--- config.mk ---
export PLATFORM = sky130hd
export DESIGN_NAME = mouse_quadrature_arrow_display_flat
export DESIGN_NICKNAME = d
export VERILOG_FILES = /design/src/hw/rtl/mqad_pkg.sv /design/src/hw/rtl/mqad_if.sv /design/src/hw/rtl/mqad_counter.sv /design/src/hw/rtl/mqad_scan.sv /design/src/hw/rtl/mouse_quadrature_arrow_display.sv /design/src/flat_wrapper.sv
export SDC_FILE = /design/constraint.sdc
export NUM_CORES = 1
export LEC_CHECK = 0
export BUFFER_PORTS_ARGS = -buffer_cell sky130_fd_sc_hd__buf_2
export CAP_MARGIN = 5
export CORE_MARGIN = 4
export CORE_UTILIZATION = 45
export DETAILED_ROUTE_END_ITERATION = 16
export GPL_ROUTABILITY_DRIVEN = 0
export PLACE_DENSITY_LB_ADDON = 0.3
export SKIP_LAST_GASP = 1
export SLEW_MARGIN = 20
export SYNTH_ARGS = -nofsm -noshare
export SYNTH_HDL_FRONTEND = slang
export SYNTH_HIERARCHICAL = 1
export SYNTH_SLANG_ARGS = --single-unit
export TNS_END_PERCENT = 5
--- constraint.sdc ---
create_clock -name clk_i -period 3.3 [get_ports clk_i]
set_clock_uncertainty 0.15 [all_clocks]
set_input_delay 0.33 -clock clk_i [delete_from_list [all_inputs] [get_ports clk_i]]
set_output_delay 0.33 -clock clk_i [all_outputs]
set_load 0.005 [all_outputs]
--- src/hw/rtl/mqad_pkg.sv ---
// Shared types, constants and glyph lookup for the mouse arrow display.
`timescale 1ns / 1ps
`default_nettype none
package mqad_pkg;

  typedef enum logic {
    MODE_SAMPLE = 1'b0,
    MODE_TICK   = 1'b1
  } mode_e;

  typedef enum logic [1:0] {
    GLYPH_UP    = 2'd0,
    GLYPH_RIGHT = 2'd1,
    GLYPH_DOWN  = 2'd2,
    GLYPH_LEFT  = 2'd3
  } glyph_e;

  typedef struct packed {
    logic sample;
    logic tick;
  } step_ctrl_t;

  localparam int unsigned PIN_BITS = 4;
  localparam int unsigned ROW_BITS = 3;
  localparam int unsigned PATTERN_BITS = 16;

  localparam logic [PIN_BITS-1:0] EDGE_MASK_RESET = 4'hF;
  localparam logic [PIN_BITS-1:0] CHANGE_X_ONLY = 4'b0001;
  localparam logic [PIN_BITS-1:0] CHANGE_Y_ONLY = 4'b0100;
  localparam int unsigned PIN_XB = 1;
  localparam int unsigned PIN_YB = 3;

  localparam logic [ROW_BITS-1:0] ROW_FIRST = 3'd0;
  localparam logic [ROW_BITS-1:0] ROW_LAST  = 3'd7;

  localparam logic [PATTERN_BITS-1:0] PAT_BLANK = 16'h0000;
  localparam logic [PATTERN_BITS-1:0] PAT_UP    = 16'h00FF;
  localparam logic [PATTERN_BITS-1:0] PAT_RIGHT = 16'h8080;
  localparam logic [PATTERN_BITS-1:0] PAT_DOWN  = 16'hFF00;
  localparam logic [PATTERN_BITS-1:0] PAT_LEFT  = 16'h0101;

  function automatic logic [PATTERN_BITS-1:0] glyph_row(glyph_e g, logic [ROW_BITS-1:0] row);
    logic [PATTERN_BITS-1:0] pat;
    pat = PAT_BLANK;
    case (g)
      GLYPH_UP: begin
        if (row == ROW_FIRST) pat = PAT_UP;
      end
      GLYPH_RIGHT: pat = PAT_RIGHT;
      GLYPH_DOWN: begin
        if (row == ROW_LAST) pat = PAT_DOWN;
      end
      GLYPH_LEFT: pat = PAT_LEFT;
      default: pat = PAT_BLANK;
    endcase
    return pat;
  endfunction

endpackage
`default_nettype wire

--- src/hw/rtl/mqad_if.sv ---
// Valid/ready channel interfaces for input items and row results.
`timescale 1ns / 1ps
`default_nettype none
interface mqad_in_if;
  logic       valid;
  logic       ready;
  logic       mode;
  logic [3:0] pin_sample;

  modport source (output valid, output mode, output pin_sample, input ready);
  modport sink (input valid, input mode, input pin_sample, output ready);
endinterface

interface mqad_out_if;
  logic        valid;
  logic        ready;
  logic [15:0] row_pattern;
  logic [2:0]  row_index;

  modport source (output valid, output row_pattern, output row_index, input ready);
  modport sink (input valid, input row_pattern, input row_index, output ready);
endinterface
`default_nettype wire

--- src/hw/rtl/mqad_counter.sv ---
// Quadrature edge qualification and X/Y movement counters.
`timescale 1ns / 1ps
`default_nettype none
module mqad_counter
  import mqad_pkg::*;
#(
  parameter int unsigned COUNT_BITS = 16
) (
  input  wire logic                  clk_i,
  input  wire logic                  rst_ni,
  input  wire step_ctrl_t            ctrl_i,
  input  wire logic [PIN_BITS-1:0]   pins_i,
  input  wire logic                  edge_mask_we_i,
  input  wire logic [PIN_BITS-1:0]   edge_mask_i,
  input  wire logic                  clear_i,
  output logic [COUNT_BITS-1:0]      x_count_o,
  output logic [COUNT_BITS-1:0]      y_count_o,
  output logic                       moved_o
);

  logic [PIN_BITS-1:0]   edge_mask_q;
  logic [PIN_BITS-1:0]   prev_q, prev_d;
  logic [COUNT_BITS-1:0] x_q, x_d;
  logic [COUNT_BITS-1:0] y_q, y_d;
  logic                  moved_q, moved_d;
  logic [PIN_BITS-1:0]   change;

  assign change = (prev_q ^ pins_i) & (prev_q ^ edge_mask_q);

  always_comb begin
    prev_d  = prev_q;
    x_d     = x_q;
    y_d     = y_q;
    moved_d = moved_q;
    if (ctrl_i.sample) begin
      prev_d  = pins_i;
      moved_d = 1'b1;
      if (change == CHANGE_X_ONLY) begin
        x_d = pins_i[PIN_XB] ? x_q - COUNT_BITS'(1) : x_q + COUNT_BITS'(1);
      end
      if (change == CHANGE_Y_ONLY) begin
        y_d = pins_i[PIN_YB] ? y_q - COUNT_BITS'(1) : y_q + COUNT_BITS'(1);
      end
    end else if (clear_i) begin
      x_d     = '0;
      y_d     = '0;
      moved_d = 1'b0;
    end
  end

  always_ff @(posedge clk_i or negedge rst_ni) begin
    if (!rst_ni) begin
      edge_mask_q <= EDGE_MASK_RESET;
      prev_q      <= '0;
      x_q         <= '0;
      y_q         <= '0;
      moved_q     <= 1'b1;
    end else begin
      if (edge_mask_we_i) edge_mask_q <= edge_mask_i;
      prev_q  <= prev_d;
      x_q     <= x_d;
      y_q     <= y_d;
      moved_q <= moved_d;
    end
  end

  assign x_count_o = x_q;
  assign y_count_o = y_q;
  assign moved_o   = moved_q;

endmodule
`default_nettype wire

--- src/hw/rtl/mqad_scan.sv ---
// Arrow glyph choice, row scan counter and result register.
`timescale 1ns / 1ps
`default_nettype none
module mqad_scan
  import mqad_pkg::*;
#(
  parameter int unsigned COUNT_BITS = 16
) (
  input  wire logic                    clk_i,
  input  wire logic                    rst_ni,
  input  wire step_ctrl_t              ctrl_i,
  input  wire logic [COUNT_BITS-1:0]   x_count_i,
  input  wire logic [COUNT_BITS-1:0]   y_count_i,
  input  wire logic                    moved_i,
  input  wire logic                    out_ready_i,
  output logic                         out_free_o,
  output logic                         clear_o,
  output logic                         out_valid_o,
  output logic [PATTERN_BITS-1:0]      row_pattern_o,
  output logic [ROW_BITS-1:0]          row_index_o
);

  glyph_e                  glyph_q, glyph_d, glyph_pick;
  logic [ROW_BITS-1:0]     row_q;
  logic                    out_valid_q, out_valid_d;
  logic [PATTERN_BITS-1:0] pattern_q;
  logic [ROW_BITS-1:0]     index_q;
  logic [COUNT_BITS-1:0]   x_mag, y_mag;
  logic                    x_neg, y_neg;

  assign x_neg = x_count_i[COUNT_BITS-1];
  assign y_neg = y_count_i[COUNT_BITS-1];
  assign x_mag = x_neg ? (~x_count_i + COUNT_BITS'(1)) : x_count_i;
  assign y_mag = y_neg ? (~y_count_i + COUNT_BITS'(1)) : y_count_i;

  always_comb begin
    if (x_mag > y_mag) begin
      glyph_pick = x_neg ? GLYPH_LEFT : GLYPH_RIGHT;
    end else begin
      glyph_pick = y_neg ? GLYPH_DOWN : GLYPH_UP;
    end
  end

  assign clear_o    = ctrl_i.tick && moved_i && (row_q == ROW_FIRST);
  assign glyph_d    = clear_o ? glyph_pick : glyph_q;
  assign out_free_o = !out_valid_q || out_ready_i;

  always_comb begin
    out_valid_d = out_valid_q && !out_ready_i;
    if (ctrl_i.tick) out_valid_d = 1'b1;
  end

  always_ff @(posedge clk_i or negedge rst_ni) begin
    if (!rst_ni) begin
      glyph_q     <= GLYPH_UP;
      row_q       <= ROW_FIRST;
      out_valid_q <= 1'b0;
    end else begin
      out_valid_q <= out_valid_d;
      if (ctrl_i.tick) begin
        glyph_q <= glyph_d;
        row_q   <= row_q + ROW_BITS'(1);
      end
    end
  end

  always_ff @(posedge clk_i) begin
    if (ctrl_i.tick) begin
      pattern_q <= glyph_row(glyph_d, row_q);
      index_q   <= row_q;
    end
  end

  assign out_valid_o   = out_valid_q;
  assign row_pattern_o = pattern_q;
  assign row_index_o   = index_q;

endmodule
`default_nettype wire

--- src/hw/rtl/mouse_quadrature_arrow_display.sv ---
// Top level: input register, movement counters and arrow row scan.
//
//   channel   dir  handshake      payload
//   in_i      in   valid/ready    mode, pin_sample
//   out_o     out  valid/ready    row_pattern, row_index
//   edge_mask in   we only        edge_mask_i
//
// One item per cycle unless a tick stalls; an item is worked from the input register.
// A tick's row passes the input register, then the result register; a sample gives none.
// A tick waits in the input register only while the result register is full and unread.
// Reset clears counts, sets the moved flag, selects the up arrow and row 0.
`timescale 1ns / 1ps
`default_nettype none
module mouse_quadrature_arrow_display
  import mqad_pkg::*;
#(
  parameter int unsigned COUNT_BITS = 16
) (
  input  wire logic                clk_i,
  input  wire logic                rst_ni,
  mqad_in_if.sink                  in_i,
  mqad_out_if.source               out_o,
  input  wire logic                edge_mask_we_i,
  input  wire logic [PIN_BITS-1:0] edge_mask_i
);

  logic                  in_valid_q;
  logic                  in_mode_q;
  logic [PIN_BITS-1:0]   in_pins_q;
  logic                  out_free;
  logic                  stall;
  logic                  fire;
  step_ctrl_t            ctrl;
  logic                  clear;
  logic [COUNT_BITS-1:0] x_count, y_count;
  logic                  moved;

  assign stall = in_valid_q && (mode_e'(in_mode_q) == MODE_TICK) && !out_free;
  assign fire  = in_valid_q && !stall;
  assign ctrl.sample = fire && (mode_e'(in_mode_q) == MODE_SAMPLE);
  assign ctrl.tick   = fire && (mode_e'(in_mode_q) == MODE_TICK);
  assign in_i.ready  = !stall;

  always_ff @(posedge clk_i or negedge rst_ni) begin
    if (!rst_ni) begin
      in_valid_q <= 1'b0;
    end else if (!stall) begin
      in_valid_q <= in_i.valid;
    end
  end

  always_ff @(posedge clk_i) begin
    if (!stall && in_i.valid) begin
      in_mode_q <= in_i.mode;
      in_pins_q <= in_i.pin_sample;
    end
  end

  mqad_counter #(
    .COUNT_BITS(COUNT_BITS)
  ) u_counter (
    .clk_i,
    .rst_ni,
    .ctrl_i        (ctrl),
    .pins_i        (in_pins_q),
    .edge_mask_we_i,
    .edge_mask_i,
    .clear_i       (clear),
    .x_count_o     (x_count),
    .y_count_o     (y_count),
    .moved_o       (moved)
  );

  mqad_scan #(
    .COUNT_BITS(COUNT_BITS)
  ) u_scan (
    .clk_i,
    .rst_ni,
    .ctrl_i        (ctrl),
    .x_count_i     (x_count),
    .y_count_i     (y_count),
    .moved_i       (moved),
    .out_ready_i   (out_o.ready),
    .out_free_o    (out_free),
    .clear_o       (clear),
    .out_valid_o   (out_o.valid),
    .row_pattern_o (out_o.row_pattern),
    .row_index_o   (out_o.row_index)
  );

endmodule
`default_nettype wire

--- src/flat_wrapper.sv ---
// flat-port wrapper written by rule: the top's interface ports become plain ports
module mouse_quadrature_arrow_display_flat import mqad_pkg::*;
#(
  parameter int unsigned COUNT_BITS = 16
)
  (clk_i, rst_ni, edge_mask_we_i, edge_mask_i, in_i_valid, in_i_mode, in_i_pin_sample, in_i_ready, out_o_valid, out_o_row_pattern, out_o_row_index, out_o_ready);
  mqad_in_if in_i_i ();
  mqad_out_if out_o_i ();
  input  wire logic clk_i;
  input  wire logic rst_ni;
  input  wire logic edge_mask_we_i;
  input  wire logic [PIN_BITS-1:0] edge_mask_i;
  input wire logic [$bits(in_i_i.valid)-1:0] in_i_valid;
  input wire logic [$bits(in_i_i.mode)-1:0] in_i_mode;
  input wire logic [$bits(in_i_i.pin_sample)-1:0] in_i_pin_sample;
  output wire logic [$bits(in_i_i.ready)-1:0] in_i_ready;
  output wire logic [$bits(out_o_i.valid)-1:0] out_o_valid;
  output wire logic [$bits(out_o_i.row_pattern)-1:0] out_o_row_pattern;
  output wire logic [$bits(out_o_i.row_index)-1:0] out_o_row_index;
  input wire logic [$bits(out_o_i.ready)-1:0] out_o_ready;
  assign in_i_i.valid = in_i_valid;
  assign in_i_i.mode = in_i_mode;
  assign in_i_i.pin_sample = in_i_pin_sample;
  assign in_i_ready = in_i_i.ready;
  assign out_o_valid = out_o_i.valid;
  assign out_o_row_pattern = out_o_i.row_pattern;
  assign out_o_row_index = out_o_i.row_index;
  assign out_o_i.ready = out_o_ready;
  mouse_quadrature_arrow_display #(.COUNT_BITS(COUNT_BITS)) u_core (.clk_i(clk_i), .rst_ni(rst_ni), .in_i(in_i_i), .out_o(out_o_i), .edge_mask_we_i(edge_mask_we_i), .edge_mask_i(edge_mask_i));
endmodule
==> impl_metrics.yaml <==
outcome:
  status: "finished, violations left"
  violations: "setup timing"
floorplan:
  die_w_um: 113
  ioPinCount: 35
  start_util: 0.459
  core_area_sq_mm: 0.0108
  die_area_sq_mm: 0.0128
  row_count: 38
  die_y_um: 113
drt:
  drc: 0
  antenna_left: 0
  drtPass1Iterations: 5
  wl_um: 11600
  wire_per_inst_um: 15.2
  vias: 4376
  vias_per_cell: 5.73
  dr.first_iter.drc_count: 245
cts:
  cts_buffers: 9
  cts_tree: "done"
  clock-sinks: 62
  clk_transition_reported_paths_ns: 0.08
  clockBufferDepth: 2
  h-tree-depth: 3
  clk_latency_ns: 0.35
  cts-root-buf: "clkbuf_8"
pwr:
  ir_worst_vdd_mv: 0.380
  p_sw_mw: 2.86
  pwr-share-comb: 0.670
  power.total_mw: 6.33
  p_leak_nw: 2.63
  powerDensity_mw_per_mm2: 1050
  swShare: 0.453
  pwr-share-clk: 0.120
  internal_power_mw: 3.46
  p_seq_frac: 0.210
logic_synthesis:
  syn-num-nets: 606
  synthFlopType: "dfrtp_1"
  synth_async_sr_flop_share: 0.774
  yosysWarnings: 6
  synth-edff-count: 14
  ys_seq_area_frac: 0.327
  synth_cells: 541
  synth-seq-cells: 62
  synth_cell_types: 64
  syn_area_sq_mm: 0.00498
  synth_area_per_cell_sq_um: 9.20
sta:
  rsz0062_at_grt: "true"
  finalSetupViolCount: 6
  hold_violations: 0
  fmax_mhz: 290
  timing.slew.headroom: 0.480
  maxSlewViolCount: 0
  worst_slew_pin_slew_ns: 0.780
  period_needed_ns: 3.45
  post-route-period-util: 1.05
  setup_ws_ns: -0.149
  fin_tns_setup_ns: -0.641
setup_path:
  endpoint_kind: "flop"
  critPathLaunchType: "flop"
  path_class: "reg2reg"
  path_cells: "nor3_4 -> nand3_2 -> or3_4 -> o31ai_4 -> xnor2_1 -> ha_1 -> a21o_1 -> nand3_1 -> a21oi_1 -> o31a_1 -> o311ai_4 -> mux2i_1"
  cp_max_fo: 7
  cp_data_arrival_time_ns: 3.39
  r2r_start: "u_core/u_counter/x_count_o[3]"
  max_stage_delay_ns: 0.44
  cp_slowest_cell: "o311ai_4"
  crit_path_start: "u_core/u_counter/x_count_o[3]"
  cp_data_required_time_ns: 3.24
global_route:
  grt_pass1_wl_um: 19600
  globalRouteOverflowTotal: 0
  grt_pass1_vias: 4326
  grt_start_max_net_pins: 49
  antenna_found_initial: 0
  grt_use_total: 0.186
place:
  dp.cells: 737
  detailed_place.area_sq_mm: 0.00563
  portBuffers: 34
  dp_hpwl_um: 8860
final_layout:
  stdcell_area_sq_mm: 0.00603
  instances_no_fill: 764
  layout-drive-gt1-share: 0.244
  final_common_cell: "buf_4"
  multiInputGateArea_sq_mm: 0.00330
  n_fill_cell: 984
  final_cell_mix: "buf_4 (54), ha_1 (47), o21ai_0 (43), dfrtp_1 (42), nand3_1 (37)"
  syn_to_final_growth_pct: 21.2
  seq_area_sq_mm: 0.00163
  final_net_count: 684
  antenna_cells: 0
  final_core_util: 0.556
hold_path:
  hold_path_class: "in2reg"
  worstHoldStart: "in_i_valid"
run:
  cap_violations: 0
-- final timing paths --
| check | depth (start not counted) | slack, ns | end |
|---|---|---|---|
| min | 2 | 0.03 | u_core/in_valid_q |
| max | 12 | -0.15 | u_core/u_scan/row_pattern_o[15] |
| min reg2reg | 0 | 0.34 | u_core/u_scan/row_index_o[1] |
| max in group asynchronous | 2 | 2.17 | u_core/u_counter/y_count_o[4] |
| max reg2reg | 12 | -0.15 | u_core/u_scan/row_pattern_o[15] |
| min in group asynchronous | 2 | 0.39 | u_core/u_counter/y_count_o[12] |
-- synthesized netlist by cell type, drive strengths merged, types with 12 or more instances --
cell type | count | area share
inv | 20 | 0.015
nand2b | 12 | 0.015
o31ai | 14 | 0.021
edfxtp | 14 | 0.084
nand3 | 38 | 0.038
xnor2 | 20 | 0.035
ha | 49 | 0.12
nand2 | 37 | 0.028
dfrtp | 43 | 0.22
o21ai | 48 | 0.048
buf | 17 | 0.023
a21oi | 33 | 0.034
nor2 | 14 | 0.011
xor2 | 22 | 0.039
-- layer usage --
metal	part of all wire	GRT usage	up-vias
met5	0	0	-
met4	0.020	0.0593	0
met3	0.038	0.0348	23
met2	0.51	0.342	87
met1	0.43	0.217	2096
li1	-	-	2170
-- power groups by stage --
stage | combinational [mW] | clock, mW | sequential (mW)
detailed placement | 3.99 | 0 | 1.32
finish | 4.24 | 0.761 | 1.33
floorplan | 2.73 | 0 | 1.38
CTS | 4.12 | 0.777 | 1.32
global route | 4.70 | 0.807 | 1.37
global placement | 3.81 | 0 | 1.30
-- through the flow --
stage               hold WS (ns)  setup WS (ns)
floorplan                 -0.116        0.00638
global placement           0.312         -0.108
detailed placement         0.329         -0.209
CTS                       0.0224         -0.105
global route              0.0316         -0.344
finish                    0.0327         -0.149
-- cell families after synthesis --
| logic type | count (synthesis) | synth area share |
|---|---|---|
| xor gates and xnor gates | 42 | 0.0739 |
| and+or+nand+nor | 169 | 0.187 |
| AOI/OAI and AO/OA | 159 | 0.210 |
| muxes | 12 | 0.0264 |
| DFF | 62 | 0.327 |
| buffers and inverters | 46 | 0.0445 |
| adders and majority gates | 51 | 0.131 |
-- area by class of cell --
| cell class | count | share of cell area |
|---|---|---|
| inverter | 20 | 0.0124 |
| multi-input combinational | 433 | 0.547 |
| timing repair buffer | 93 | 0.105 |
| clock inverter | 7 | 0.0160 |
| sequential | 62 | 0.270 |
| tap | 140 | 0.0290 |
| clock buffer | 9 | 0.0205 |
-- critical path, delay by kind of cell, from the launching register on --
family          cells  cell delay, ns
flops               1            0.41
compound gates      5            1.26
fa+ha+maj           1            0.27
xor+xnor            1            0.14
simple gates        4            0.81
mux                 1            0.14
-- state kept, by name, summed over array words and instances, names as in the netlist --
signal	count
u_core/in_pins_q	4
u_core/u_scan/row_q	3
u_core/u_counter/prev_q	4
u_core/u_scan/glyph_q	2
u_core/u_scan/row_pattern_o	6
u_core/u_counter/x_count_o	16
u_core/in_valid_q	1
u_core/u_counter/edge_mask_q	4
u_core/u_scan/row_index_o	3
u_core/u_counter/y_count_o	16
u_core/in_mode_q	1
u_core/u_scan/out_valid_o	1
u_core/u_counter/moved_o	1
-- repair_timing --
item	in CTS	in global routing
gates resized for setup	9	4
endpoints found under the setup margin	6	8
pin swaps	10	5
endpoints found under the hold margin	5	43
hold buffers	5	1
buffers inserted	2	3
Power figures use the tool's default switching activity.
